**config.mk**
```make
export PLATFORM = sky130hd
export DESIGN_NAME = cbmt_front
export DESIGN_NICKNAME = d
export VERILOG_FILES = /design/src/design/cbmt_pkg.sv /design/src/design/cbmt_front.sv
export SDC_FILE = /design/constraint.sdc
export NUM_CORES = 2
export LEC_CHECK = 0
export ABC_AREA = 1
export BUFFER_PORTS_ARGS = -buffer_cell sky130_fd_sc_hd__clkbuf_2
export CAP_MARGIN = 20
export CORE_MARGIN = 5
export CORE_UTILIZATION = 44
export CTS_BUF_LIST = sky130_fd_sc_hd__clkbuf_2 sky130_fd_sc_hd__clkbuf_4 sky130_fd_sc_hd__clkbuf_8
export DETAILED_ROUTE_END_ITERATION = 10
export SLEW_MARGIN = 20
export SYNTH_ARGS = -nofsm -noshare
export SYNTH_HDL_FRONTEND = slang
export SYNTH_SLANG_ARGS = --single-unit
```
**constraint.sdc**
```tcl
create_clock -name clk -period 8.74 [get_ports clk]
set_clock_uncertainty 0.2 [all_clocks]
set_input_delay 1.311 -clock clk [delete_from_list [all_inputs] [get_ports clk]]
set_output_delay 1.311 -clock clk [all_outputs]
set_load 0.1 [all_outputs]
```
**src/design/cbmt_pkg.sv**
```systemverilog
// Package for the cosine best-match block: widths, constants, queue record and state type.
// Used by every module of the design; depends on nothing.
package cbmt_pkg;

  localparam int ACC_W      = 48;
  localparam int FIFO_DEPTH = 4;
  localparam int FIFO_PTR_W = $clog2(FIFO_DEPTH);
  localparam int FIFO_CNT_W = $clog2(FIFO_DEPTH + 1);

  localparam logic [15:0] SIM_ONE   = 16'd32768;
  localparam logic [15:0] THR_RESET = 16'd19661;

  // One finished reference, handed from the accumulator to the similarity engine.
  typedef struct packed {
    logic [ACC_W-1:0] dot;
    logic [ACC_W-1:0] nq;
    logic [ACC_W-1:0] nr;
    logic [7:0]       id;
    logic             last_ref;
  } rec_t;

  typedef enum logic [2:0] {
    ST_IDLE,
    ST_MUL,
    ST_CHECK,
    ST_ROOT_Q,
    ST_ROOT_U,
    ST_UPDATE,
    ST_EMIT
  } state_t;

endpackage

```
**src/design/cbmt_front.sv**
```systemverilog
// Front end: squares and products of each element pair, accumulated per reference.
// Depends on cbmt_pkg; pushes one record per finished reference into the queue.
module cbmt_front (
  input  logic                           clk,
  input  logic                           rst_n,
  input  logic                           push,
  output logic                           full,
  input  logic signed [15:0]             in_query_elem,
  input  logic signed [15:0]             in_ref_elem,
  input  logic [7:0]                     in_ref_id,
  input  logic                           in_last_elem,
  input  logic                           in_last_ref,
  input  logic [cbmt_pkg::FIFO_CNT_W-1:0] fifo_count,
  output logic                           rec_push,
  output cbmt_pkg::rec_t                 rec_data
);

  logic               s1_valid_r;
  logic signed [31:0] s1_dp_r;
  logic signed [31:0] s1_qq_r;
  logic signed [31:0] s1_rr_r;
  logic [7:0]         s1_id_r;
  logic               s1_end_r;
  logic               s1_last_r;
  logic               accept;

  logic [cbmt_pkg::ACC_W-1:0] dot_r, dot_nxt;
  logic [cbmt_pkg::ACC_W-1:0] nq_r, nq_nxt;
  logic [cbmt_pkg::ACC_W-1:0] nr_r, nr_nxt;

  // Hold off when the queue could not take the record of an ending word in flight.
  assign full   = ({1'b0, fifo_count} + {{cbmt_pkg::FIFO_CNT_W{1'b0}}, s1_end_r & s1_valid_r})
                  >= (cbmt_pkg::FIFO_CNT_W + 1)'(cbmt_pkg::FIFO_DEPTH);
  assign accept = push && !full;

  // Product stage.
  always_ff @(posedge clk) begin
    if (!rst_n) begin
      s1_valid_r <= 1'b0;
      s1_end_r   <= 1'b0;
      s1_last_r  <= 1'b0;
    end else begin
      s1_valid_r <= accept;
      if (accept) begin
        s1_dp_r   <= in_query_elem * in_ref_elem;
        s1_qq_r   <= in_query_elem * in_query_elem;
        s1_rr_r   <= in_ref_elem * in_ref_elem;
        s1_id_r   <= in_ref_id;
        s1_end_r  <= in_last_elem | in_last_ref;
        s1_last_r <= in_last_ref;
      end
    end
  end

  // Accumulate; wraps modulo the accumulator width.
  always_comb begin
    dot_nxt = dot_r + {{(cbmt_pkg::ACC_W-32){s1_dp_r[31]}}, s1_dp_r};
    nq_nxt  = nq_r + {{(cbmt_pkg::ACC_W-32){1'b0}}, s1_qq_r};
    nr_nxt  = nr_r + {{(cbmt_pkg::ACC_W-32){1'b0}}, s1_rr_r};
  end

  assign rec_push          = s1_valid_r && s1_end_r;
  assign rec_data.dot      = dot_nxt;
  assign rec_data.nq       = nq_nxt;
  assign rec_data.nr       = nr_nxt;
  assign rec_data.id       = s1_id_r;
  assign rec_data.last_ref = s1_last_r;

  always_ff @(posedge clk) begin
    if (!rst_n) begin
      dot_r <= '0;
      nq_r  <= '0;
      nr_r  <= '0;
    end else if (s1_valid_r) begin
      if (s1_end_r) begin
        dot_r <= '0;
        nq_r  <= '0;
        nr_r  <= '0;
      end else begin
        dot_r <= dot_nxt;
        nq_r  <= nq_nxt;
        nr_r  <= nr_nxt;
      end
    end
  end

endmodule

```
# After elaboration in Yosys (flattened, before gate mapping)
# Cells that the tools add are included.
# op_classes
n_addsub	4
magnitude_cmp	1
n_reduce_logical	4
bitwise	2
mul	3
n_mux	3
# ops
cell	count
48-bit 2-to-1 mux	3
48-bit by 32-bit adder with 48-bit output	2
16-bit by 16-bit multiplier with 32-bit output	3
48-bit adder	1
3-bit by 1-bit adder with 4-bit output	1
4-bit by 3-bit >= comparator with 1-bit output (second input constant)	1
1-bit logical AND	2
2-bit AND reduction	1
1-bit bitwise AND	1
1-bit zero test	1
1-bit bitwise OR	1
# totals
ff_bits	251
out_inout_bits	155
input_bits	48
wordCells	27

# Longest topological paths before layout
# depth
ltp_word	6
mapped_depth	27
mapped_depth_nobuf	25

# Worst setup path before layout
# OpenSTA, ideal clock, no wires.
# synth_timing
kind	input port to flip-flop
start	in in_query_elem[15]
end	reg s1_qq_r[27], data pin
slack_ns	1.733
n_path_buf	2
setup_time_ns	0.258
t_required_ns	8.282
t_arrival_ns	6.549
path_stages	21
path_cell_list	clkbuf_1 > buf_1 > nand2_1 > inv_1 > fa_1 > fa_1 > fa_1 > fa_1 > fa_1 > inv_1 > fa_1 > inv_1 > ha_1 > nand2_1 > inv_1 > nand2_1 > nor3_1 > nand4_1 > nand3_1 > a21oi_1 > xnor2_1
# synth_between
elab_chain_len	1
# synth_rtl
element	line_no	rtl
start, declared	cbmt_front.sv:8	input logic signed [15:0] in_query_elem,
16-bit by 16-bit multiplier with 32-bit output	cbmt_front.sv:46	s1_qq_r <= in_query_elem * in_query_elem;
end signal, assigned	cbmt_front.sv:46	
end, declared	cbmt_front.sv:20	logic signed [31:0] s1_qq_r;
# No other way between the ends.
# A chain may end at the register's enable or synchronous reset.

# Final worst setup path
# layout_timing
start	in in_query_elem[8]
end	reg s1_qq_r[25], data pin
# Same word-level chain as after synthesis.

==> flow_metrics.env <==
export IMPL_dpl_hpwl_um=118000
export IMPL_drt_pass1_iter_count=6
export IMPL_syn_to_final_growth_pct=7.63
export IMPL_portBuffers=202
export IMPL_post_cts_resized=0
export IMPL_cp_required_ns=8.98
export IMPL_setup_tns_ns=0
export IMPL_grt_pass1_wl_um=226000
export IMPL_initial_core_util=0.442
export IMPL_multiInputGateArea_um2=35300
export IMPL_clk_latency_ns=0.66
export IMPL_synth_common_cells="nand2_1, inv_1, fa_1"
export IMPL_yosysSeqAreaShare=0.123
export IMPL_cp_max_fo=24
export IMPL_critical_path_class="primary input to register"
export IMPL_postCtsHoldBufs=0
export IMPL_yosysTopAreaCellShare=0.300
export IMPL_crit_chain="clkbuf_2 -> buf_4 -> nand2_1 -> fa_1 -> inv_1 -> fa_1 -> inv_1 -> fa_1 -> inv_1 -> fa_1 -> fa_1 -> inv_1 -> fa_1 -> inv_1 -> ha_1 -> nand2_1 -> nor2_1 -> inv_1 -> nor3_1 -> nand4_1 -> nand3b_1 -> nand2_1 -> nand2_1 -> xor2_1"
export IMPL_die_area_um2=118000
export IMPL_synth_edf_count=102
export IMPL_path_clk_slew_ns=0.06
export IMPL_fillCellCount=11500
export IMPL_nNetsFinal=8184
export IMPL_slowest_stage="clkbuf_2"
export IMPL_core_um2=111000
export IMPL_final_setup_viol_count=0
export IMPL_ctsRootBufferMaster="clkbuf_8"
export IMPL_grt_max_degree=92
export IMPL_die_w_um=343
export IMPL_clk_path_buf_depth=3
export IMPL_synth_async_reset_ratio=0
export IMPL_seqCellArea_um2=6010
export IMPL_grt_ovfl_total=0
export IMPL_cts_tree="done"
export IMPL_drc=0
export IMPL_max_slew_margin_rel=0.267
export IMPL_synth_area_leader_cell="fa_1"
export IMPL_drive_above_1_share=0.0613
export IMPL_end_kind="register"
export IMPL_ant_nets=0
export IMPL_cts_sinks=249
export IMPL_grtUsageTotal=0.241
export IMPL_path_delay_family="adder cells"
export IMPL_status="finished clean"
export IMPL_timing_max_cap_violations=0
export IMPL_fmax_ghz=0.137
export IMPL_drt_total_wl_um=140000
export IMPL_io_pins=203
export IMPL_post_cts_setup_buffer_count=0
export IMPL_start_kind="primary input"
export IMPL_synth_cells=6887
export IMPL_final_cell_area_um2=52600
export IMPL_ys_ff_latch=249
export IMPL_synth_ff_type="dfxtp_1"
export IMPL_h_tree_depth=2
export IMPL_synth_area_um2=48800
export IMPL_hold_class="register to register"
export IMPL_grt_pass1_vias=42400
export IMPL_place_area_um2=51500
export IMPL_tightest_slew_ns=1.10
export IMPL_num_vias=41400
export IMPL_syn_num_nets=8042
export IMPL_cts_buffers=50
export IMPL_period_needed_ns=7.31
export IMPL_rows=122
export IMPL_critical_path_arrival_ns=7.55
export IMPL_synth_most_common_cell="nand2_1"
export IMPL_slowest_delay_ns=0.62
export IMPL_die_y_um=343
export IMPL_yosysUniqueCellTypes=49
export IMPL_finalHoldViolCount=0
export IMPL_slew_viol_final=0
export IMPL_rsz0062_at_grt="no"
export IMPL_avgSynthCellArea_um2=7.09
export IMPL_path_buf_inv=8
export IMPL_holdPathStages=2
export IMPL_r2r_cells=11
export IMPL_timing_final_crit_share=0.836
export IMPL_ys_top_cells_by_area="fa_1, nand2_1, inv_1, ha_1, edfxtp_1"
export IMPL_drtIter0Drc=2569
export IMPL_ys_warn_count=0
export IMPL_worst_path_stages=24
export IMPL_place_gp_congestion=0.945
export IMPL_wl_per_cell_um=16.4
export IMPL_routed_via_density=4.84
export IMPL_antenna_found_initial=5
per-layer routing:
layer	global-route usage	share of wire	vias up
met2	0.395	0.45	1017
met4	0.0640	0.028	4
met3	0.0327	0.058	196
met5	0	0.00019	-
met1	0.336	0.46	19700
li1	-	-	20500
final timing paths:
path | start | to | slack (ns)
max | in_query_elem[8] | s1_qq_r[25]$_DFFE_PP_ | 1.43
max reg2reg | s1_dp_r[0]$_DFFE_PP_ | dot_r[16]$_SDFFE_PN0P_ | 5.54
min reg2reg | s1_last_r$_SDFFE_PN0P_ | s1_last_r$_SDFFE_PN0P_ | 0.24
min | s1_last_r$_SDFFE_PN0P_ | s1_last_r$_SDFFE_PN0P_ | 0.24
cells in the final DEF (no fill, tap or decap), types with 3 or more instances in the layout:
master | netlist | final
a211oi_1 | 3 | 3
a21boi_0 | 7 | 7
a21o_1 | 14 | 14
a21oi_1 | 305 | 305
a31o_2 | 4 | 4
a31oi_1 | 7 | 7
and2_1 | 70 | 70
buf_4 | 1 | 46
bufinv_16 | 0 | 3
clkbuf_2 | 0 | 202
clkbuf_4 | 0 | 9
clkbuf_8 | 0 | 57
clkinv_1 | 1 | 7
clkinv_2 | 0 | 12
clkinvlp_4 | 0 | 3
dfxtp_1 | 147 | 147
edfxtp_1 | 102 | 102
fa_1 | 733 | 733
ha_1 | 374 | 374
inv_1 | 1845 | 1844
inv_2 | 11 | 10
nand2_1 | 2039 | 2039
nand2_2 | 22 | 22
nand3_1 | 253 | 253
nand3_2 | 4 | 4
nand3b_1 | 15 | 15
nand4_1 | 78 | 78
nor2_1 | 323 | 321
nor2_2 | 19 | 19
nor2_4 | 8 | 10
nor3_1 | 47 | 47
o211a_1 | 3 | 3
o21a_1 | 5 | 5
o21ai_0 | 55 | 55
o21bai_1 | 21 | 21
or2_2 | 20 | 20
xnor2_1 | 49 | 49
xor2_1 | 122 | 122
xor2_2 | 3 | 3
cell families after synthesis:
| logic type | count (synthesis) | synth area share |
|---|---|---|
| AO/OA/AOI/OAI | 437 | 0.0490 |
| XOR/XNOR | 174 | 0.0317 |
| adder cells (fa/ha/maj) | 1107 | 0.396 |
| buffers and inverters | 2017 | 0.155 |
| flip-flops | 249 | 0.123 |
| AND/OR/NAND/NOR | 2903 | 0.245 |
worst register-to-register path: stages, from the launching register on:
cell and delay, ns:
edfxtp_1 0.46, ha_1 0.32, fa_1 0.53, nand3_1 0.13, nand3_1 0.28, nand2_1 0.14
nand2_1 0.20, nand2_1 0.12, nand2_1 0.14, xor2_1 0.39, nand2_1 0.09, a21oi_1 0.14
registers in the layout (all words and copies together) (netlist names):
register,flops
s1_valid_r,1
s1_dp_r,32
dot_r,48
s1_rr_r,31
s1_last_r,1
s1_end_r,1
nq_r,48
s1_qq_r,31
s1_id_r,8
nr_r,48
per-stage QoR:
| step | hold WS, ns | setup slack, ns | util | instances |
|---|---|---|---|---|
| 4_1_cts | 0.250 | 1.55 | 0.476 | 8556 |
| 2_1_floorplan | 0.223 | 1.73 | - | 6887 |
| 3_5_place_dp | 0.241 | 0.831 | 0.466 | 8464 |
| 6_report | 0.244 | 1.43 | 0.476 | 8558 |
| 5_1_grt | 0.274 | 1.14 | 0.476 | 8558 |
| 3_3_place_gp | 0.232 | 0.748 | 0.466 | 8464 |
cell type report:
type / instances / area share
repair buffers: 250 / 0.0265
clock buffers: 66 / 0.0162
clock inverters: 26 / 0.00405
multi-input cells: 4621 / 0.671
inverters: 1857 / 0.133
well taps: 1488 / 0.0354
flip-flops and latches: 249 / 0.114
diodes: 1 / 0.0000476
Power is not shown: default switching activity piles up to over one toggle a cycle in this logic, so the estimate is an artifact.
