$ cat src/design/cbmt_pkg.sv
// Package for the cosine best-match block: widths, constants, queue record and state type.
// Used by every module of the design; depends on nothing.
package cbmt_pkg;

  localparam int ACC_W      = 48;
  localparam int FIFO_DEPTH = 4;
  localparam int FIFO_PTR_W = $clog2(FIFO_DEPTH);
  localparam int FIFO_CNT_W = $clog2(FIFO_DEPTH + 1);

  localparam logic [15:0] SIM_ONE   = 16'd32768;
  localparam logic [15:0] THR_RESET = 16'd19661;

  // One finished reference, handed from the accumulator to the similarity engine.
  typedef struct packed {
    logic [ACC_W-1:0] dot;
    logic [ACC_W-1:0] nq;
    logic [ACC_W-1:0] nr;
    logic [7:0]       id;
    logic             last_ref;
  } rec_t;

  typedef enum logic [2:0] {
    ST_IDLE,
    ST_MUL,
    ST_CHECK,
    ST_ROOT_Q,
    ST_ROOT_U,
    ST_UPDATE,
    ST_EMIT
  } state_t;

endpackage

$ cat src/design/cbmt_fifo.sv
// Short queue of finished reference records between the front and back ends.
// Depends on cbmt_pkg for the record type and depth.
module cbmt_fifo (
  input  logic                            clk,
  input  logic                            rst_n,
  input  logic                            wr_en,
  input  cbmt_pkg::rec_t                  wr_data,
  input  logic                            rd_en,
  output cbmt_pkg::rec_t                  rd_data,
  output logic                            rd_empty,
  output logic [cbmt_pkg::FIFO_CNT_W-1:0] count
);

  cbmt_pkg::rec_t                  mem_r [cbmt_pkg::FIFO_DEPTH];
  logic [cbmt_pkg::FIFO_PTR_W-1:0] wr_ptr_r;
  logic [cbmt_pkg::FIFO_PTR_W-1:0] rd_ptr_r;
  logic [cbmt_pkg::FIFO_CNT_W-1:0] count_r;

  assign rd_data  = mem_r[rd_ptr_r];
  assign rd_empty = (count_r == '0);
  assign count    = count_r;

  // Storage is written without reset.
  always_ff @(posedge clk) begin
    if (wr_en) begin
      mem_r[wr_ptr_r] <= wr_data;
    end
  end

  // Pointers and fill count.
  always_ff @(posedge clk) begin
    if (!rst_n) begin
      wr_ptr_r <= '0;
      rd_ptr_r <= '0;
      count_r  <= '0;
    end else begin
      if (wr_en) begin
        wr_ptr_r <= wr_ptr_r + 1'b1;
      end
      if (rd_en) begin
        rd_ptr_r <= rd_ptr_r + 1'b1;
      end
      if (wr_en && !rd_en) begin
        count_r <= count_r + 1'b1;
      end else if (rd_en && !wr_en) begin
        count_r <= count_r - 1'b1;
      end
    end
  end

endmodule

$ cat config.mk
export PLATFORM = sky130hd
export DESIGN_NAME = cbmt_fifo
export DESIGN_NICKNAME = d
export VERILOG_FILES = /design/src/design/cbmt_pkg.sv /design/src/design/cbmt_fifo.sv
export SDC_FILE = /design/constraint.sdc
export NUM_CORES = 1
export LEC_CHECK = 0
export BUFFER_PORTS_ARGS = -buffer_cell sky130_fd_sc_hd__buf_2
export CORE_AREA = 3 3 200 202
export CTS_BUF_LIST = sky130_fd_sc_hd__clkbuf_4
export CTS_CLUSTER_SIZE = 14
export DETAILED_ROUTE_END_ITERATION = 6
export DIE_AREA = 0 0 203 205
export GPL_ROUTABILITY_DRIVEN = 0
export HOLD_SLACK_MARGIN = 0.15
export PLACE_DENSITY = 0.88
export SLEW_MARGIN = 20
export SYNTH_ARGS = -nofsm -noshare
export SYNTH_HDL_FRONTEND = slang
export SYNTH_SLANG_ARGS = --single-unit
$ cat constraint.sdc
create_clock -name clk -period 6.35 [get_ports clk]
set_input_delay 0.9525 -clock clk [delete_from_list [all_inputs] [get_ports clk]]
set_output_delay 0.9525 -clock clk [all_outputs]
set_load 0.02 [all_outputs]
* After elaboration in Yosys (flattened, before gate mapping) *
Memory sizes are Yosys's and may differ from the RTL's. A register that Yosys moved wholly into a read port is not among the register bits.
Index checks and enable logic that the tools add are counted.

word-level totals
  flip-flop bits (word level) = 7
  RAM bits = 612
  bits of input ports = 157
  output and inout bits = 157
  logic and storage cells = 20
  memories = 1

memories
  name   words  bits a word  read ports  clocked after memory_dff  wr ports  line             source
  mem_r  4      153          1           1                         1         cbmt_fifo.sv:14  cbmt_pkg::rec_t mem_r [cbmt_pkg::FIFO_DEPTH];

cells by class
  add/sub/neg operators = 4
  multiplexer cells = 6
  reductions and logical operators = 6

operators by type and width
  cell                                              count
  2-to-1 mux 3 bit                                  2
  adder 2 x 1 -> 2 bit, second input constant       2
  2-to-1 mux 2 bit                                  2
  adder 3 x 1 -> 3 bit, second input constant       1
  logical NOT 3 bit                                 1
  subtractor 3 x 1 -> 3 bit, second input constant  1
  logical AND 1 bit                                 2
  logical NOT 1 bit                                 2
  2-to-1 mux 1 bit                                  2
  nonzero test 2 bit                                1

* Depth between registers and ports, before layout *
Gate-level depths: netlist (run 1).

  word-level depth = 4
  depth in mapped cells = 7

* Worst setup path before layout (run 1) *
Ideal clock, no wire load.

  path type = input-to-reg
  start point = input port wr_en
  end point = memory mem_r[0][0] (netlist bit), enable pin
  library setup time = 0.530 ns
  arrival time = 4.443 ns
  setup slack = 1.377 ns
  stages = 1
  buffers on the path = 0
  cells stage by stage = and2_1

between the ends
  word-level cells in the longest chain between the ends = 2

ends and longest elaborated chain
  item                                    line             source
  start, declared                         cbmt_fifo.sv:6   input logic wr_en,
  2-to-1 mux 1 bit                        cbmt_fifo.sv:25  if (wr_en) begin
  2-to-1 mux 1 bit (implied by the code)  cbmt_fifo.sv:26  mem_r[wr_ptr_r] <= wr_data;
  end, declared                           cbmt_fifo.sv:14

Every way passes these cells.

==> results of run 1 <==
[critical path: stages (launching register included)]
cell	delay, ns
dfxtp_4	0.98
buf_4	0.65
mux4_2	0.61
buf_2	0.18
[power groups by stage]
stage                     Clock (mW)  Sequential, mW  Combinational, mW
after CTS                       3.24            4.79              0.956
after detailed placement           0            4.88              0.952
after global placement             0            4.86              0.928
final                           3.13            4.79              0.943
after floorplan                    0            4.86              0.627
after global routing            3.46            4.80               1.00
[metrics by stage]
step / setup WS (ns) / hold WS, ns / utilization
5_1_grt: 1.74 / 0.217 / 0.690
2_1_floorplan: 1.38 / 0.528 / -
3_3_place_gp: 2.89 / 0.504 / 0.640
6_report: 2.14 / 0.337 / 0.690
4_1_cts: 1.91 / 0.227 / 0.689
3_5_place_dp: 2.84 / 0.545 / 0.640
[cells by family (layout without fill, tap and decap cells)]
logic type               Yosys count  count (layout)  synth area share
AO/OA/AOI/OAI                      2               2          0.000557
XOR/XNOR                           5               5           0.00195
adder cells (fa/ha/maj)            6               6           0.00367
buffers and inverters             38             596            0.0103
flip-flops                       621             621             0.826
multiplexers                     155             155             0.154
other                              0               4                 0
AND/OR/NAND/NOR                   14              14           0.00373
[routing by layer]
layer | global-route usage | share of wire | vias up
met5 | 0 | 0.0016 | -
li1 | - | - | 4657
met3 | 0.0791 | 0.088 | 69
met4 | 0.0757 | 0.019 | 10
met2 | 0.351 | 0.52 | 482
met1 | 0.277 | 0.37 | 5485
[registers in the layout (all words and copies together), names as in the netlist, named ones only]
name and cells:
mem_r 612, rd_ptr_r 2, count 3, wr_ptr_r 2
[cell usage in the layout, fill, tap and decap left out, types with 2 or more instances in the layout]
cell	count
buf_4	7
nor2b_1	2
buf_12	4
dfxtp_1	7
and2_1	5
and2_4	4
mux4_2	153
clkbuf_4	208
bufinv_16	3
inv_2	6
ha_1	5
clkinv_2	4
mux2i_1	2
inv_1	4
clkinvlp_4	3
xor2_1	3
edfxtp_1	612
clkinv_1	42
buf_2	313
dfxtp_4	2
diode_2	4
xnor2_1	2
[cell type report]
class | count | share of cell area
Antenna cell | 4 | 0.000377
Clock buffer | 208 | 0.0588
Clock inverter | 59 | 0.0121
Inverter | 4 | 0.000566
Multi-Input combinational cell | 182 | 0.139
Sequential cell | 621 | 0.699
Tap cell | 518 | 0.0244
Timing Repair Buffer | 325 | 0.0650
[path summary, 6_finish.rpt]
check                           startpoint  slack, ns                      end
setup / recovery                 flip-flop       2.14             rd_data[113]
hold / removal                wr_data[119]       0.34  mem_r[1][119]$_DFFE_PP_
hold reg to reg      count[2]$_SDFFE_PN0P_       0.56    count[2]$_SDFFE_PN0P_
setup reg to reg  wr_ptr_r[0]$_SDFFE_PN0P_       3.98   mem_r[2][67]$_DFFE_PP_
==> results.json, run 1 <==
{
  "placed_area_mm2": 0.0246,
  "synthCells": 841,
  "synth_cell_types": 20,
  "htreeDepth": 4,
  "pwr-share-seq": 0.540,
  "seqCellArea_mm2": 0.0186,
  "worstPathArrival_ns": 3.26,
  "n_fill_cell": 2332,
  "cts_resized": 0,
  "postCtsHoldBufs": 0,
  "grt_max_degree": 101,
  "synth_edf_count": 612,
  "grt_first_pass_wirelength_um": 67300,
  "async_flop_share": 0,
  "synth_ff_type": "edfxtp_1",
  "via_per_inst": 5.57,
  "pwr-share-clk": 0.353,
  "power.density_mw_per_mm2": 334,
  "netlist_top_cells_area": "edfxtp_1, mux4_2, dfxtp_1",
  "firstDrtPassIters": 5,
  "pin_count": 314,
  "num_rows": 72,
  "grt_pass1_vias": 11700,
  "ys_seq_area_frac": 0.826,
  "p_leak_nw": 9.09,
  "wirelength_um": 43600,
  "hold_depth": 1,
  "hold_viol_final": 0,
  "clock_latency_ns": 0.83,
  "finalCriticalPeriod_ns": 4.21,
  "cp.required_ns": 5.40,
  "max-slew-margin-rel": 0.358,
  "cts.reportedPaths.clkPinSlew_ns": 0.07,
  "syn_avg_cell_area_um2": 26.7,
  "peakVddDrop_mv": 0.233,
  "p_switching_mw": 2.12,
  "postLayoutCellArea_mm2": 0.0265,
  "status": "finished clean",
  "worst_pin_slew_ns": 0.963,
  "min_period_over_period": 0.663,
  "cts_setup_buffers": 0,
  "multi_input_area_mm2": 0.00370,
  "antenna_found_initial": 7,
  "end_kind": "primary output",
  "nets": 1450,
  "die_area_mm2": 0.0416,
  "yosysWarnings": 0,
  "root_buffer": "clkbuf_4",
  "yosysTopAreaCell": "edfxtp_1",
  "vias": 10700,
  "portBuffers": 313,
  "yosysMostFrequentCell": "edfxtp_1",
  "intPower_mw": 6.74,
  "cts.sinks": 621,
  "synth_common_cells": "edfxtp_1, mux4_2, buf_2",
  "drive_gt1_frac": 0.507,
  "route.detailed.drc": 0,
  "ant_nets": 0,
  "grt.total_usage": 0.217,
  "cts_tree": "done",
  "pwr-share-comb": 0.106,
  "setup_violations": 0,
  "ys_ff_latch": 621,
  "synth.top_cell.area_share": 0.818,
  "die_y_um": 205,
  "dp_hpwl_um": 26500,
  "first_iter_violations": 682,
  "start_kind": "flip-flop",
  "drv_slew": 0,
  "numCtsBuffers": 153,
  "path_max_fanout": 46,
  "skew_ns": 0.0418,
  "hold_path_class": "in -> reg",
  "placedCellCount": 1649,
  "die_x_um": 203,
  "setup_tns_ns": 0,
  "path_class": "reg -> out",
  "swShare": 0.240,
  "start_util": 0.584,
  "clockBufferDepth": 3,
  "layout-area-overhead-vs-synth_pct": 18.1,
  "worstRegToRegCells": 4,
  "cap_violations": 0,
  "syn_nets": 1004,
  "core_area_mm2": 0.0385,
  "rsz0062_at_grt": "false",
  "grt_overflow": 0,
  "netlist_area_mm2": 0.0225,
  "total_power_mw": 8.86,
  "wire_per_inst_um": 22.7,
  "fmax_mhz": 238,
  "fin_cells": 1921
}
Power figures use the tool's default switching activity.
==> run 2, diff against run 1 <==
--- a/config.mk
+++ b/config.mk
@@ -6,14 +6,14 @@
 export NUM_CORES = 1
 export LEC_CHECK = 0
 export BUFFER_PORTS_ARGS = -buffer_cell sky130_fd_sc_hd__buf_2
-export CORE_AREA = 3 3 200 202
+export CORE_AREA = 3 3 210 212
 export CTS_BUF_LIST = sky130_fd_sc_hd__clkbuf_4
 export CTS_CLUSTER_SIZE = 14
 export DETAILED_ROUTE_END_ITERATION = 6
-export DIE_AREA = 0 0 203 205
+export DIE_AREA = 0 0 213 215
 export GPL_ROUTABILITY_DRIVEN = 0
 export HOLD_SLACK_MARGIN = 0.15
-export PLACE_DENSITY = 0.88
+export PLACE_DENSITY = 0.84
 export SLEW_MARGIN = 20
 export SYNTH_ARGS = -nofsm -noshare
 export SYNTH_HDL_FRONTEND = slang
==> constraint.sdc (replaced) <==
create_clock -name clk -period 3.6 [get_ports clk]
set_input_delay 0.54 -clock clk [delete_from_list [all_inputs] [get_ports clk]]
set_output_delay 0.54 -clock clk [all_outputs]
set_load 0.02 [all_outputs]
==> results.json, run 2 (synthesized netlist as in run 1, its figures left out) <==
{
  "skew_ns": 0.0353,
  "power.density_mw_per_mm2": 568,
  "setup_tns_ns": 0,
  "first_iter_violations": 913,
  "pin_count": 314,
  "hold_viol_final": 0,
  "cts.sinks": 621,
  "path_class": "reg -> out",
  "htreeDepth": 4,
  "finalCriticalPeriod_ns": 3.25,
  "timing.rr.start": "wr_ptr_r[1]$_SDFFE_PN0P_",
  "numCtsBuffers": 150,
  "grt.total_usage": 0.223,
  "slowest_stage": "mux4_2",
  "path_delay_family": "multiplexers",
  "pwr-share-comb": 0.118,
  "p_switching_mw": 3.88,
  "end_kind": "primary output",
  "num_rows": 75,
  "n_fill_cell": 2545,
  "cts_tree": "done",
  "drv_slew": 0,
  "start_kind": "flip-flop",
  "intPower_mw": 12.2,
  "setup_violations": 0,
  "reg2reg_slack_ns": 1.66,
  "die_y_um": 215,
  "start_util": 0.533,
  "layout-area-overhead-vs-synth_pct": 26.2,
  "max-slew-margin-rel": 0.560,
  "total_power_mw": 16.1,
  "cp_num_buf_inv": 2,
  "hold_path_class": "in -> reg",
  "antenna_found_initial": 8,
  "placedCellCount": 1679,
  "seqCellArea_mm2": 0.0186,
  "rsz0062_at_grt": "false",
  "wirelength_um": 49000,
  "p_leak_nw": 9.86,
  "grt_max_degree": 68,
  "largest_register_ffs": 612,
  "pwr-share-clk": 0.359,
  "clockBufferDepth": 3,
  "worst_pin_slew_ns": 0.660,
  "grt_pass1_vias": 12800,
  "firstDrtPassIters": 5,
  "via_per_inst": 5.56,
  "clock_latency_ns": 0.92,
  "fmax_mhz": 308,
  "slowest_delay_ns": 0.61,
  "cp.required_ns": 3.06,
  "status": "finished clean",
  "route.detailed.drc": 0,
  "final_common_cell": "edfxtp_1",
  "grt_first_pass_wirelength_um": 75300,
  "pwr-share-seq": 0.523,
  "vias": 11700,
  "ant_nets": 0,
  "fin_cells": 2098,
  "min_from": "wr_data[61]",
  "path_max_fanout": 43,
  "r2r-end": "mem_r[1][78]$_DFFE_PP_",
  "nets": 1614,
  "drive_gt1_frac": 0.465,
  "dp_hpwl_um": 25900,
  "die_area_mm2": 0.0458,
  "cts.reportedPaths.clkPinSlew_ns": 0.07,
  "layout_common_cells": "edfxtp_1, buf_2, clkbuf_4",
  "min_to": "mem_r[0][61]$_DFFE_PP_",
  "hold_depth": 2,
  "portBuffers": 313,
  "grt_overflow": 0,
  "worstPathArrival_ns": 2.71,
  "min_period_over_period": 0.902,
  "die_x_um": 213,
  "largest-register": "mem_r",
  "cap_violations": 0,
  "swShare": 0.241,
  "multi_input_area_mm2": 0.00370,
  "wire_per_inst_um": 23.4,
  "core_area_mm2": 0.0421,
  "worstRegToRegCells": 4,
  "root_buffer": "clkbuf_4",
  "peakVddDrop_mv": 0.511,
  "cp_cell_sequence": "buf_12, mux4_2, buf_2"
}
run 2: changes by cell type in the layout (fill, tap and decap cells not counted), sizes merged:
cell | before | now
inv | 10 | 8
diode | 4 | 7
bufinv | 3 | 5
clkinvlp | 3 | 0
buf | 325 | 334
dlygate4sd3 | 0 | 158
clkbuf | 208 | 216
clkinv | 47 | 28
run 2: metrics by stage:
stage	utilization	hold slack (ns)	instance area, um2	setup WS, ns
2_1_floorplan	-	0.528	22500	0.739
4_1_cts	0.672	0.168	28300	0.00722
3_5_place_dp	0.589	0.517	24800	1.13
6_report	0.673	0.354	28400	0.352
5_1_grt	0.673	0.236	28400	0.127
3_3_place_gp	0.589	0.498	24800	1.14
run 2: area by class of cell:
cell class                 count  share of cell area
sequential                   621               0.654
multi-input combinational    182               0.130
timing repair buffer         492               0.123
clock buffer                 216              0.0572
tap                          539              0.0238
clock inverter                37             0.00984
antenna                        7            0.000618
inverter                       4            0.000529
run 2: timing repair:
action / CTS / global route
resized for setup: 1 / 0
hold buffers: 158 / 0
setup endpoints to repair: 1 / 39
hold endpoints to repair: 651 / 0
setup buffers: 0 / 1
run 2: how the worst max path moves through the flow:
stage                     slack, ns       from  cells past startpoint                     to
after detailed placement       1.13  flip-flop                      3             rd_data[9]
final                          0.35  flip-flop                      3            rd_data[43]
after CTS                     0.007  flip-flop                      3            rd_data[43]
after global routing           0.13  flip-flop                      3            rd_data[97]
after global placement         1.14  flip-flop                      3            rd_data[97]
after floorplan                0.74      wr_en                      1  mem_r[1][0]$_DFFE_PP_
run 2: power by group through the flow:
stage	Combinational (mW)	Clock, mW	Sequential, mW
after floorplan	1.11	0	8.54
after global placement	1.70	0	8.54
after detailed placement	1.73	0	8.57
after CTS	1.89	5.88	8.42
after global routing	2.03	6.32	8.44
final	1.91	5.78	8.42
run 2: per-layer routing:
metal	vias to the layer above	wire [um]	track usage
met1	5996	17500	0.268
met4	4	1470	0.0994
met2	570	25300	0.361
li1	4965	-	-
met5	-	76	0.00970
met3	126	4600	0.0830
