--- src/design/cbmt_pkg.sv ---
// Package for the cosine best-match block: widths, constants, queue record and state type.
// Used by every module of the design; depends on nothing.
package cbmt_pkg;

  localparam int ACC_W      = 48;
  localparam int FIFO_DEPTH = 4;
  localparam int FIFO_PTR_W = $clog2(FIFO_DEPTH);
  localparam int FIFO_CNT_W = $clog2(FIFO_DEPTH + 1);

  localparam logic [15:0] SIM_ONE   = 16'd32768;
  localparam logic [15:0] THR_RESET = 16'd19661;

  // One finished reference, handed from the accumulator to the similarity engine.
  typedef struct packed {
    logic [ACC_W-1:0] dot;
    logic [ACC_W-1:0] nq;
    logic [ACC_W-1:0] nr;
    logic [7:0]       id;
    logic             last_ref;
  } rec_t;

  typedef enum logic [2:0] {
    ST_IDLE,
    ST_MUL,
    ST_CHECK,
    ST_ROOT_Q,
    ST_ROOT_U,
    ST_UPDATE,
    ST_EMIT
  } state_t;

endpackage

--- src/design/cbmt_back.sv ---
// Back end: exact similarity of each reference, best-match tracking and the result word.
// Depends on cbmt_pkg; one shared 24x24 multiplier and a bit-per-step square-root search.
module cbmt_back (
  input  logic           clk,
  input  logic           rst_n,
  input  logic           cfg_we,
  input  logic [15:0]    cfg_wdata,
  input  logic           fifo_empty,
  input  cbmt_pkg::rec_t fifo_data,
  output logic           fifo_pop,
  output logic           empty,
  input  logic           pop,
  output logic           out_matched,
  output logic [7:0]     out_best_ref_id,
  output logic [15:0]    out_best_score
);

  cbmt_pkg::state_t state_r, state_nxt;
  cbmt_pkg::rec_t   rec_r;

  logic [3:0]   cnt_r;
  logic [47:0]  prod_r;
  logic         prod_v_r;
  logic [2:0]   prod_sel_r;
  logic [95:0]  p_r;
  logic [95:0]  dd_r;
  logic [127:0] a_r, c_r, p2_r, q_r;
  logic [14:0]  s_r;
  logic [3:0]   k_r;
  logic [15:0]  sim_r;
  logic [15:0]  best_sim_r;
  logic [7:0]   best_id_r;
  logic         best_valid_r;
  logic [15:0]  thr_r;
  logic         out_valid_r;
  logic         out_matched_r;
  logic [7:0]   out_id_r;
  logic [15:0]  out_sim_r;

  logic [47:0]  a_op, b_op;
  logic [23:0]  a_half, b_half;
  logic [95:0]  prod_shift;
  logic [1:0]   shift_sel;
  logic         sim_zero, sim_clamp, q_fits;
  logic [127:0] ds;
  logic [127:0] c_sum;
  logic [14:0]  s_nxt;
  logic         out_load;
  logic         matched;

  // Operand selection for the shared multiplier: four partial products each of nq*nr, dot*dot.
  always_comb begin
    a_op   = cnt_r[2] ? rec_r.dot : rec_r.nq;
    b_op   = cnt_r[2] ? rec_r.dot : rec_r.nr;
    a_half = cnt_r[1] ? a_op[47:24] : a_op[23:0];
    b_half = cnt_r[0] ? b_op[47:24] : b_op[23:0];
  end

  // Place a registered partial product at its weight.
  always_comb begin
    shift_sel = {1'b0, prod_sel_r[1]} + {1'b0, prod_sel_r[0]};
    case (shift_sel)
      2'd0:    prod_shift = {48'd0, prod_r};
      2'd1:    prod_shift = {24'd0, prod_r, 24'd0};
      2'd2:    prod_shift = {prod_r, 48'd0};
      default: prod_shift = '0;
    endcase
  end

  // Special cases and the comparison of the root search.
  always_comb begin
    sim_zero  = (rec_r.nq == '0) || (rec_r.nr == '0) || (rec_r.dot == '0) || rec_r.dot[47];
    sim_clamp = (p_r <= dd_r);
    ds        = {2'b00, dd_r, 30'd0};
    q_fits    = (q_r <= ds);
    c_sum     = q_fits ? (c_r + {p2_r[126:0], 1'b0}) : c_r;
    s_nxt     = q_fits ? (s_r | (15'd1 << k_r)) : s_r;
    matched   = best_valid_r && (best_sim_r >= thr_r);
  end

  // Next state.
  always_comb begin
    state_nxt = state_r;
    case (state_r)
      cbmt_pkg::ST_IDLE:   if (!fifo_empty) state_nxt = cbmt_pkg::ST_MUL;
      cbmt_pkg::ST_MUL:    if (cnt_r == 4'd8) state_nxt = cbmt_pkg::ST_CHECK;
      cbmt_pkg::ST_CHECK: begin
        if (sim_zero || sim_clamp) state_nxt = cbmt_pkg::ST_UPDATE;
        else                       state_nxt = cbmt_pkg::ST_ROOT_Q;
      end
      cbmt_pkg::ST_ROOT_Q: state_nxt = cbmt_pkg::ST_ROOT_U;
      cbmt_pkg::ST_ROOT_U: begin
        if (k_r == 4'd0) state_nxt = cbmt_pkg::ST_UPDATE;
        else             state_nxt = cbmt_pkg::ST_ROOT_Q;
      end
      cbmt_pkg::ST_UPDATE: begin
        if (rec_r.last_ref) state_nxt = cbmt_pkg::ST_EMIT;
        else                state_nxt = cbmt_pkg::ST_IDLE;
      end
      cbmt_pkg::ST_EMIT:   if (out_load) state_nxt = cbmt_pkg::ST_IDLE;
      default:             state_nxt = cbmt_pkg::ST_IDLE;
    endcase
  end

  // State outputs.
  always_comb begin
    fifo_pop = 1'b0;
    out_load = 1'b0;
    case (state_r)
      cbmt_pkg::ST_IDLE: fifo_pop = !fifo_empty;
      cbmt_pkg::ST_EMIT: out_load = !out_valid_r || pop;
      default: begin
        fifo_pop = 1'b0;
        out_load = 1'b0;
      end
    endcase
  end

  // Control registers.
  always_ff @(posedge clk) begin
    if (!rst_n) begin
      state_r      <= cbmt_pkg::ST_IDLE;
      cnt_r        <= '0;
      prod_v_r     <= 1'b0;
      best_valid_r <= 1'b0;
      best_sim_r   <= '0;
      best_id_r    <= '0;
      thr_r        <= cbmt_pkg::THR_RESET;
      out_valid_r  <= 1'b0;
    end else begin
      state_r <= state_nxt;
      if (cfg_we) begin
        thr_r <= cfg_wdata;
      end
      if (fifo_pop) begin
        cnt_r <= '0;
      end else if (state_r == cbmt_pkg::ST_MUL) begin
        cnt_r <= cnt_r + 1'b1;
      end
      prod_v_r <= (state_r == cbmt_pkg::ST_MUL) && (cnt_r < 4'd8);
      if (state_r == cbmt_pkg::ST_UPDATE && sim_r > best_sim_r) begin
        best_sim_r   <= sim_r;
        best_id_r    <= rec_r.id;
        best_valid_r <= 1'b1;
      end
      if (out_load) begin
        best_sim_r   <= '0;
        best_id_r    <= '0;
        best_valid_r <= 1'b0;
        out_valid_r  <= 1'b1;
      end else if (pop) begin
        out_valid_r <= 1'b0;
      end
    end
  end

  // Datapath registers.
  always_ff @(posedge clk) begin
    if (fifo_pop) begin
      rec_r <= fifo_data;
      p_r   <= '0;
      dd_r  <= '0;
    end
    if (state_r == cbmt_pkg::ST_MUL) begin
      prod_r     <= a_half * b_half;
      prod_sel_r <= cnt_r[2:0];
    end
    if (prod_v_r) begin
      if (prod_sel_r[2]) dd_r <= dd_r + prod_shift;
      else               p_r  <= p_r + prod_shift;
    end
    case (state_r)
      cbmt_pkg::ST_CHECK: begin
        a_r   <= '0;
        c_r   <= '0;
        p2_r  <= {4'd0, p_r, 28'd0};
        s_r   <= '0;
        k_r   <= 4'd14;
        sim_r <= sim_zero ? 16'd0 : cbmt_pkg::SIM_ONE;
      end
      cbmt_pkg::ST_ROOT_Q: q_r <= a_r + c_r + p2_r;
      cbmt_pkg::ST_ROOT_U: begin
        if (q_fits) a_r <= q_r;
        c_r   <= c_sum >> 1;
        p2_r  <= p2_r >> 2;
        s_r   <= s_nxt;
        k_r   <= k_r - 1'b1;
        sim_r <= {1'b0, s_nxt};
      end
      default: q_r <= q_r;
    endcase
    if (out_load) begin
      out_matched_r <= matched;
      out_id_r      <= matched ? best_id_r : 8'd0;
      out_sim_r     <= best_sim_r;
    end
  end

  assign empty           = !out_valid_r;
  assign out_matched     = out_matched_r;
  assign out_best_ref_id = out_id_r;
  assign out_best_score  = out_sim_r;

`ifndef SYNTH
  // A waiting result word is never dropped without a pop.
  a_out_hold: assert property (@(posedge clk) disable iff (!rst_n)
    (out_valid_r && !pop) |=> out_valid_r)
    else $error("result word lost while waiting");

  // The best similarity never exceeds one.
  a_best_range: assert property (@(posedge clk) disable iff (!rst_n)
    best_sim_r <= cbmt_pkg::SIM_ONE)
    else $error("best similarity out of range");

  // A record is taken from the queue only when the engine is idle and the queue holds one.
  a_pop_idle: assert property (@(posedge clk) disable iff (!rst_n)
    fifo_pop |-> (state_r == cbmt_pkg::ST_IDLE) && !fifo_empty)
    else $error("queue popped while busy or empty");

  // A zero best similarity is never marked as a valid best.
  a_valid_pos: assert property (@(posedge clk) disable iff (!rst_n)
    best_valid_r |-> (best_sim_r != 16'd0))
    else $error("valid best with zero similarity");
`endif

endmodule
--- config.mk ---
export PLATFORM = sky130hd
export DESIGN_NAME = cbmt_back
export DESIGN_NICKNAME = d
export VERILOG_FILES = /design/src/design/cbmt_pkg.sv /design/src/design/cbmt_back.sv
export SDC_FILE = /design/constraint.sdc
export NUM_CORES = 2
export LEC_CHECK = 0
export BUFFER_PORTS_ARGS = -buffer_cell sky130_fd_sc_hd__buf_2
export CORE_ASPECT_RATIO = 1.2
export CORE_MARGIN = 10
export CORE_UTILIZATION = 40
export DETAILED_ROUTE_END_ITERATION = 7
export PLACE_DENSITY = 0.54
export SLEW_MARGIN = 20
export SYNTH_ARGS = -nofsm -noshare
export SYNTH_HDL_FRONTEND = slang
export SYNTH_SLANG_ARGS = --single-unit
export TNS_END_PERCENT = 20
--- constraint.sdc ---
create_clock -name clk -period 13.6 [get_ports clk]
set_input_delay 1.36 -clock clk [delete_from_list [all_inputs] [get_ports clk]]
set_output_delay 1.36 -clock clk [all_outputs]
set_load 0.005 [all_outputs]
== Word-level counts from Yosys, hierarchy flattened ==
Cells that the tools add are included.

* Equality and inequality tests: 13
* Add/subtract/negate cells: 8
* Magnitude comparators: 5
* Reduce and logical (&&, ||, !) cells: 22
* Mux-type cells: 32
* $mul: 1
* Bitwise logic cells: 2
* Shift operators: 1

{| class="wikitable"
|+ Operators by type and width
! cell !! number
|-
| 128-bit one-hot mux with 2 select lines || 3
|-
| 96-bit two-way mux || 6
|-
| 128-bit adder || 3
|-
| 96-bit one-hot mux with 3 select lines || 1
|-
| 128-bit two-way mux || 2
|-
| 96-bit adder || 2
|-
| 48-bit zero test || 3
|-
| 128-bit by 126-bit <= comparator with 1-bit output || 1
|-
| 96-bit <= comparator || 1
|-
| 48-bit two-way mux || 2
|-
| 24-bit by 24-bit multiplier with 48-bit output || 1
|-
| 24-bit two-way mux || 2
|-
| 16-bit one-hot mux with 2 select lines || 1
|-
| 15-bit one-hot mux with 2 select lines || 1
|-
| 3-bit one-hot mux with 7 select lines || 1
|-
| 3-bit two-way mux || 6
|-
| 16-bit >= comparator || 1
|-
| 16-bit greater-than comparator || 1
|-
| 16-bit two-way mux || 1
|-
| 15-bit two-way mux || 1
|-
| 15-bit bitwise OR || 1
|-
| 1-bit by 4-bit left shift with 15-bit output, first input constant || 1
|-
| 3-bit == test, second input constant || 3
|-
| 2-bit inequality test, second input constant || 4
|-
| other kinds (22) || 35
|}

* Input bits: 174
* Register bits: 1018
* Word-level logic and storage cells: 111
* Output and inout bits: 27

== Depth between registers and ports, before layout ==
* Depth in word-level cells: 7
* Gate-level depth with buffers: 35
* Depth with buffers taken out: 31

== Worst setup path before layout ==
Ideal clock, no wire load.

* Path kind: reg2reg
* Start: reg state_r[2]
* End: reg c_r[0], enable pin
* Buffers on the path: 1
* Cell stages (with the launch flop): 4
* Required time: 12.607 ns
* Path slack: -1.100 ns
* Period minus slack after synthesis: 14.700 ns
* Setup time: 0.993 ns
* Data arrival time: 13.707 ns
* Cells stage by stage: dfxtp_1 clkbuf_1 nand2_1 a21oi_1

* Word-level cells in the longest chain between the ends: 2
* Elaborated cells between the ends (all ways): 3
* Those cells by class: eq/ne (2); reduce/logical (1)

{| class="wikitable"
|+ Ends and longest elaborated chain
! what !! RTL line !! RTL
|-
| start: declaration || cbmt_back.sv:18 || <nowiki>cbmt_pkg::state_t state_r, state_nxt;</nowiki>
|-
| start signal: assignment || cbmt_back.sv:122 || <nowiki>state_r <= cbmt_pkg::ST_IDLE;</nowiki>
|-
| start signal: assignment || cbmt_back.sv:131 || <nowiki>state_r <= state_nxt;</nowiki>
|-
| 3-bit == test / 3-bit by 2-bit == test with 1-bit output (equally long branches) || cbmt_back.sv:172 || <nowiki>case (state_r)</nowiki>
|-
| 2-bit nonzero test (no line) * || n/a ||
|-
| end signal: assignment || cbmt_back.sv:184 || <nowiki>c_r <= c_sum >> 1;</nowiki>
|-
| end: declaration || cbmt_back.sv:27 || <nowiki>logic [127:0] a_r, c_r, p2_r, q_r;</nowiki>
|}

Every way passes the cells marked *; elsewhere a longest branch is shown, timed or not.
A chain may end at the register's enable or synchronous reset.

== Final worst setup path ==
* Start: reg cnt_r[2]
* End: reg prod_r[40] (data pin)

* Word-level cells in the longest chain between the ends: 3
* Elaborated cells between the ends (all ways): 5
* Those cells by class: mul (1); mux (4)

{| class="wikitable"
|+ Ends and longest elaborated chain
! what !! RTL line !! RTL
|-
| start: declaration || cbmt_back.sv:21 || <nowiki>logic [3:0] cnt_r;</nowiki>
|-
| start signal: assignment || cbmt_back.sv:138 || <nowiki>cnt_r <= cnt_r + 1'b1;</nowiki>
|-
| 48-bit two-way mux (on tied branches) || cbmt_back.sv:53, cbmt_back.sv:54 ||
|-
| 24-bit two-way mux (on tied branches) || cbmt_back.sv:55, cbmt_back.sv:56 ||
|-
| 24-bit by 24-bit multiplier with 48-bit output * || cbmt_back.sv:165 || <nowiki>prod_r <= a_half * b_half;</nowiki>
|-
| end signal: assignment || cbmt_back.sv:165 ||
|-
| end: declaration || cbmt_back.sv:22 || <nowiki>logic [47:0] prod_r;</nowiki>
|}

Marked as above.

==> flow_summary_export.csv <==
group,metric,value,unit
final_layout,drive_gt1_frac,0.0586,
floorplan,core_area,226000,µm²
final_layout,multi_input_area,58700,µm²
job,cap_violations,0,
global_route,gr-total-overflow,0,
timing,fin_skew,0.0559,ns
yosys,synth_fp_nets,11700,
route,drt_iter0_markers,5507,
timing,rsz0062_at_grt,"false",
global_route,grt_use_total,0.258,
global_route,grt_use_met3,0.0294,
yosys,synth_top_area_cell,"edfxtp_1",
global_route,use_met1,0.307,
yosys,synth_area,91100,µm²
floorplan,rows,191,
setup_path,r2r-end,"prod_r[40]$_DFFE_PN_",
global_route,grt_pass1_wl,490,mm
timing,fmax,98.5,MHz
floorplan,dieHeight,543,µm
global_route,grt_most_used_layer,"met2",
yosys,synth-edff-count,756,
timing,min_period_over_period,0.747,
setup_path,crit_slowest_cell,"a21oi_2",
setup_path,rrSetupSlack,3.45,ns
clocking,postCtsHoldBufs,0,
setup_path,cp_data_arrival_time,10.69,ns
timing,tightest_slew,1.20,ns
yosys,synth_top_cell_area_share,0.249,
route,drc,0,
setup_path,worst-path-max-fanout,64,
setup_path,r2r_start,"cnt_r[2]$_SDFFE_PP0N_",
clocking,post_cts_buffers,0,
setup_path,crit_family,"compound AO/OA/AOI/OAI gates",
setup_path,critical_path.most_common_cell,"fa_1",
placement,hpwl,267,mm
floorplan,dieArea,247000,µm²
setup_path,crit_path_end,"prod_r[40]$_DFFE_PN_",
yosys,synth.distinct_cells,87,
yosys,syn_inst,10100,
clocking,clk_latency,0.80,ns
setup_path,crit_path_end_kind,"flip-flop",
clocking,numCtsBuffers,117,
clocking,htreeDepth,3,
final_layout,fin_nets,11600,
clocking,tritoncts,"done",
yosys,ys.flop_type,"edfxtp_1",
yosys,ys_top_cells_by_area,"edfxtp_1 25%, fa_1 13%, ha_1 12%",
run_status,run_status,"completed",
final_layout,area.growth.synth_to_final,8.54,%
setup_path,crit_cells,30,
yosys,synth-seq-area-share,0.302,
timing,finalSetupViolCount,0,
global_route,grt_max_degree,169,
worst_hold_path,hp-class,"reg -> reg",
yosys,yosysMostFrequentCell,"nand2_1",
timing,slew_viol_final,0,
route,wl,329,mm
setup_path,cp.required,14.13,ns
route,ant_nets,0,
global_route,grt_pass1_vias,77200,
route,wl_per_cell,25.1,µm
route,dr_total_vias,75000,
route,drtPass1Iterations,6,
floorplan,die_w,456,µm
route,viasPerCell,5.73,
yosys,synth_common_cells,"1126 x nand2_1, 897 x nor2_1, 850 x ha_1",
clocking,cts_buffer_depth,3,
global_route,gr-usage-met2,0.455,
setup_path,cpPeakStageDelay,0.72,ns
timing,fin_tns_setup,0,ns
timing,relSlewSlack,0.196,
placement,portBuffers,200,
floorplan,pin_count,201,
setup_path,crit_buf_inv,6,
setup_path,crit_start,"cnt_r[2]$_SDFFE_PP0N_",
global_route,antenna_found_initial,15,
yosys,async_flop_share,0,
yosys,yosysWarnings,0,
clocking,path_clk_slew,0.07,ns
yosys,ys_ff_latch,998,
clocking,root_buffer,"clkbuf_16",
placement,place_congestion,0.982,
timing,hold_violations,0,
clocking,cts_num_sinks,998,
final_layout,fillers,22400,
setup_path,r2r_cells,30,
clocking,cts_resized,0,
timing,min_period,10.15,ns
final_layout,seq_area,27600,µm²
yosys,synth_area_per_cell,9.05,µm²
setup_path,cp-start-kind,"flip-flop",
floorplan,start_util,0.403,
setup_path,crit_type,"reg -> reg",
==> area by class of cell <==
| type | count | area share |
|---|---|---|
| Multi-Input combinational cell | 7718 | 0.594 |
| Sequential cell | 998 | 0.279 |
| Timing Repair Buffer | 308 | 0.0186 |
| Inverter | 848 | 0.0323 |
| Antenna cell | 4 | 0.000101 |
| Tap cell | 2991 | 0.0379 |
| Clock inverter | 71 | 0.00673 |
| Clock buffer | 152 | 0.0322 |
==> layout by cell type (no fill, tap or decap), types with 25 or more instances in the layout <==
cell	n
buf_4	106
a31oi_1	72
nand2b_1	89
clkbuf_16	120
o21ai_0	500
mux2i_1	62
buf_2	200
fa_1	610
xnor2_1	280
o31ai_1	62
a21boi_0	26
clkbuf_1	26
and2_1	228
o211ai_1	78
and3_1	82
a22oi_1	32
a21oi_1	755
nor3_1	99
nand4_1	236
nor2_1	891
dfxtp_1	239
ha_1	850
inv_1	847
a22o_1	36
o31a_1	49
o21ai_1	53
nor4_1	71
nor2b_1	97
o21bai_1	112
xor2_1	174
a211oi_1	49
and4_1	25
o21a_1	60
nand2_1	1125
edfxtp_1	756
a21o_1	399
nand3_1	183
==> metal layers <==
metal	share of wire	wire, µm
met3	0.043	14100
met2	0.49	161000
met5	0	0
met1	0.40	133000
met4	0.065	21400
==> worst min-delay path by stage <==
| stage | from | to | slack (ns) | cells after the start |
|---|---|---|---|---|
| 6_report | best_valid_r$_SDFFE_PP0P_ | best_valid_r$_SDFFE_PP0P_ | 0.47 | 2 |
| 5_1_grt | dd_r[91]$_DFF_P_ | dd_r[91]$_DFF_P_ | 0.49 | 2 |
| 4_1_cts | dd_r[91]$_DFF_P_ | dd_r[91]$_DFF_P_ | 0.47 | 2 |
| 3_5_place_dp | best_valid_r$_SDFFE_PP0P_ | best_valid_r$_SDFFE_PP0P_ | 0.46 | 2 |
| 3_3_place_gp | best_valid_r$_SDFFE_PP0P_ | best_valid_r$_SDFFE_PP0P_ | 0.45 | 2 |
| 2_1_floorplan | cnt_r[0]$_SDFFE_PP0N_ | prod_sel_r[0]$_DFFE_PN_ | 0.43 | 0 |
==> sequential cells by signal, summed over array words and instances (netlist names), 8 cells and up <==
| register | count |
|---|---|
| p2_r | 124 |
| dd_r | 96 |
| c_r | 127 |
| best_id_r | 8 |
| a_r | 128 |
| prod_r | 48 |
| out_best_score | 16 |
| s_r | 15 |
| best_sim_r | 16 |
| rec_r | 153 |
| out_best_ref_id | 8 |
| q_r | 128 |
| p_r | 96 |
| thr_r | 16 |
==> through the flow <==
| stage | instances | hold slack, ns | setup WS (ns) | instance area, µm² | utilization |
|---|---|---|---|---|---|
| after CTS | 13100 | 0.471 | 3.40 | 98800 | 0.437 |
| after detailed placement | 12900 | 0.463 | 3.43 | 95000 | 0.420 |
| final | 13100 | 0.473 | 3.45 | 98900 | 0.437 |
| after floorplan | 10100 | 0.435 | 4.48 | 91100 | - |
| after global routing | 13100 | 0.488 | 2.85 | 98800 | 0.437 |
| after global placement | 12900 | 0.455 | 3.55 | 95000 | 0.420 |
==> cells by family after synthesis <==
group                    count (synthesis)  synth area share
multiplexers                            75           0.00916
buffers and inverters                 1346            0.0557
AO/OA/AOI/OAI                         2497             0.174
flip-flops                             998             0.302
AND/OR/NAND/NOR                       3232             0.164
XOR/XNOR                               454            0.0437
adder cells (fa/ha/maj)               1460             0.251
==> worst register-to-register path, delay by kind of cell, from the launching register on <==
kind            cells  cell delay, ns
compound gates     12            3.84
fa+ha+maj           8            3.57
buf+inv             6            1.20
flops               1            0.67
simple gates        2            0.26
mux                 1            0.22
xor+xnor            1            0.13
Power is left out: the tool's default activity adds up to more than one toggle a clock period on the data nets, which glitch-free logic cannot reach.
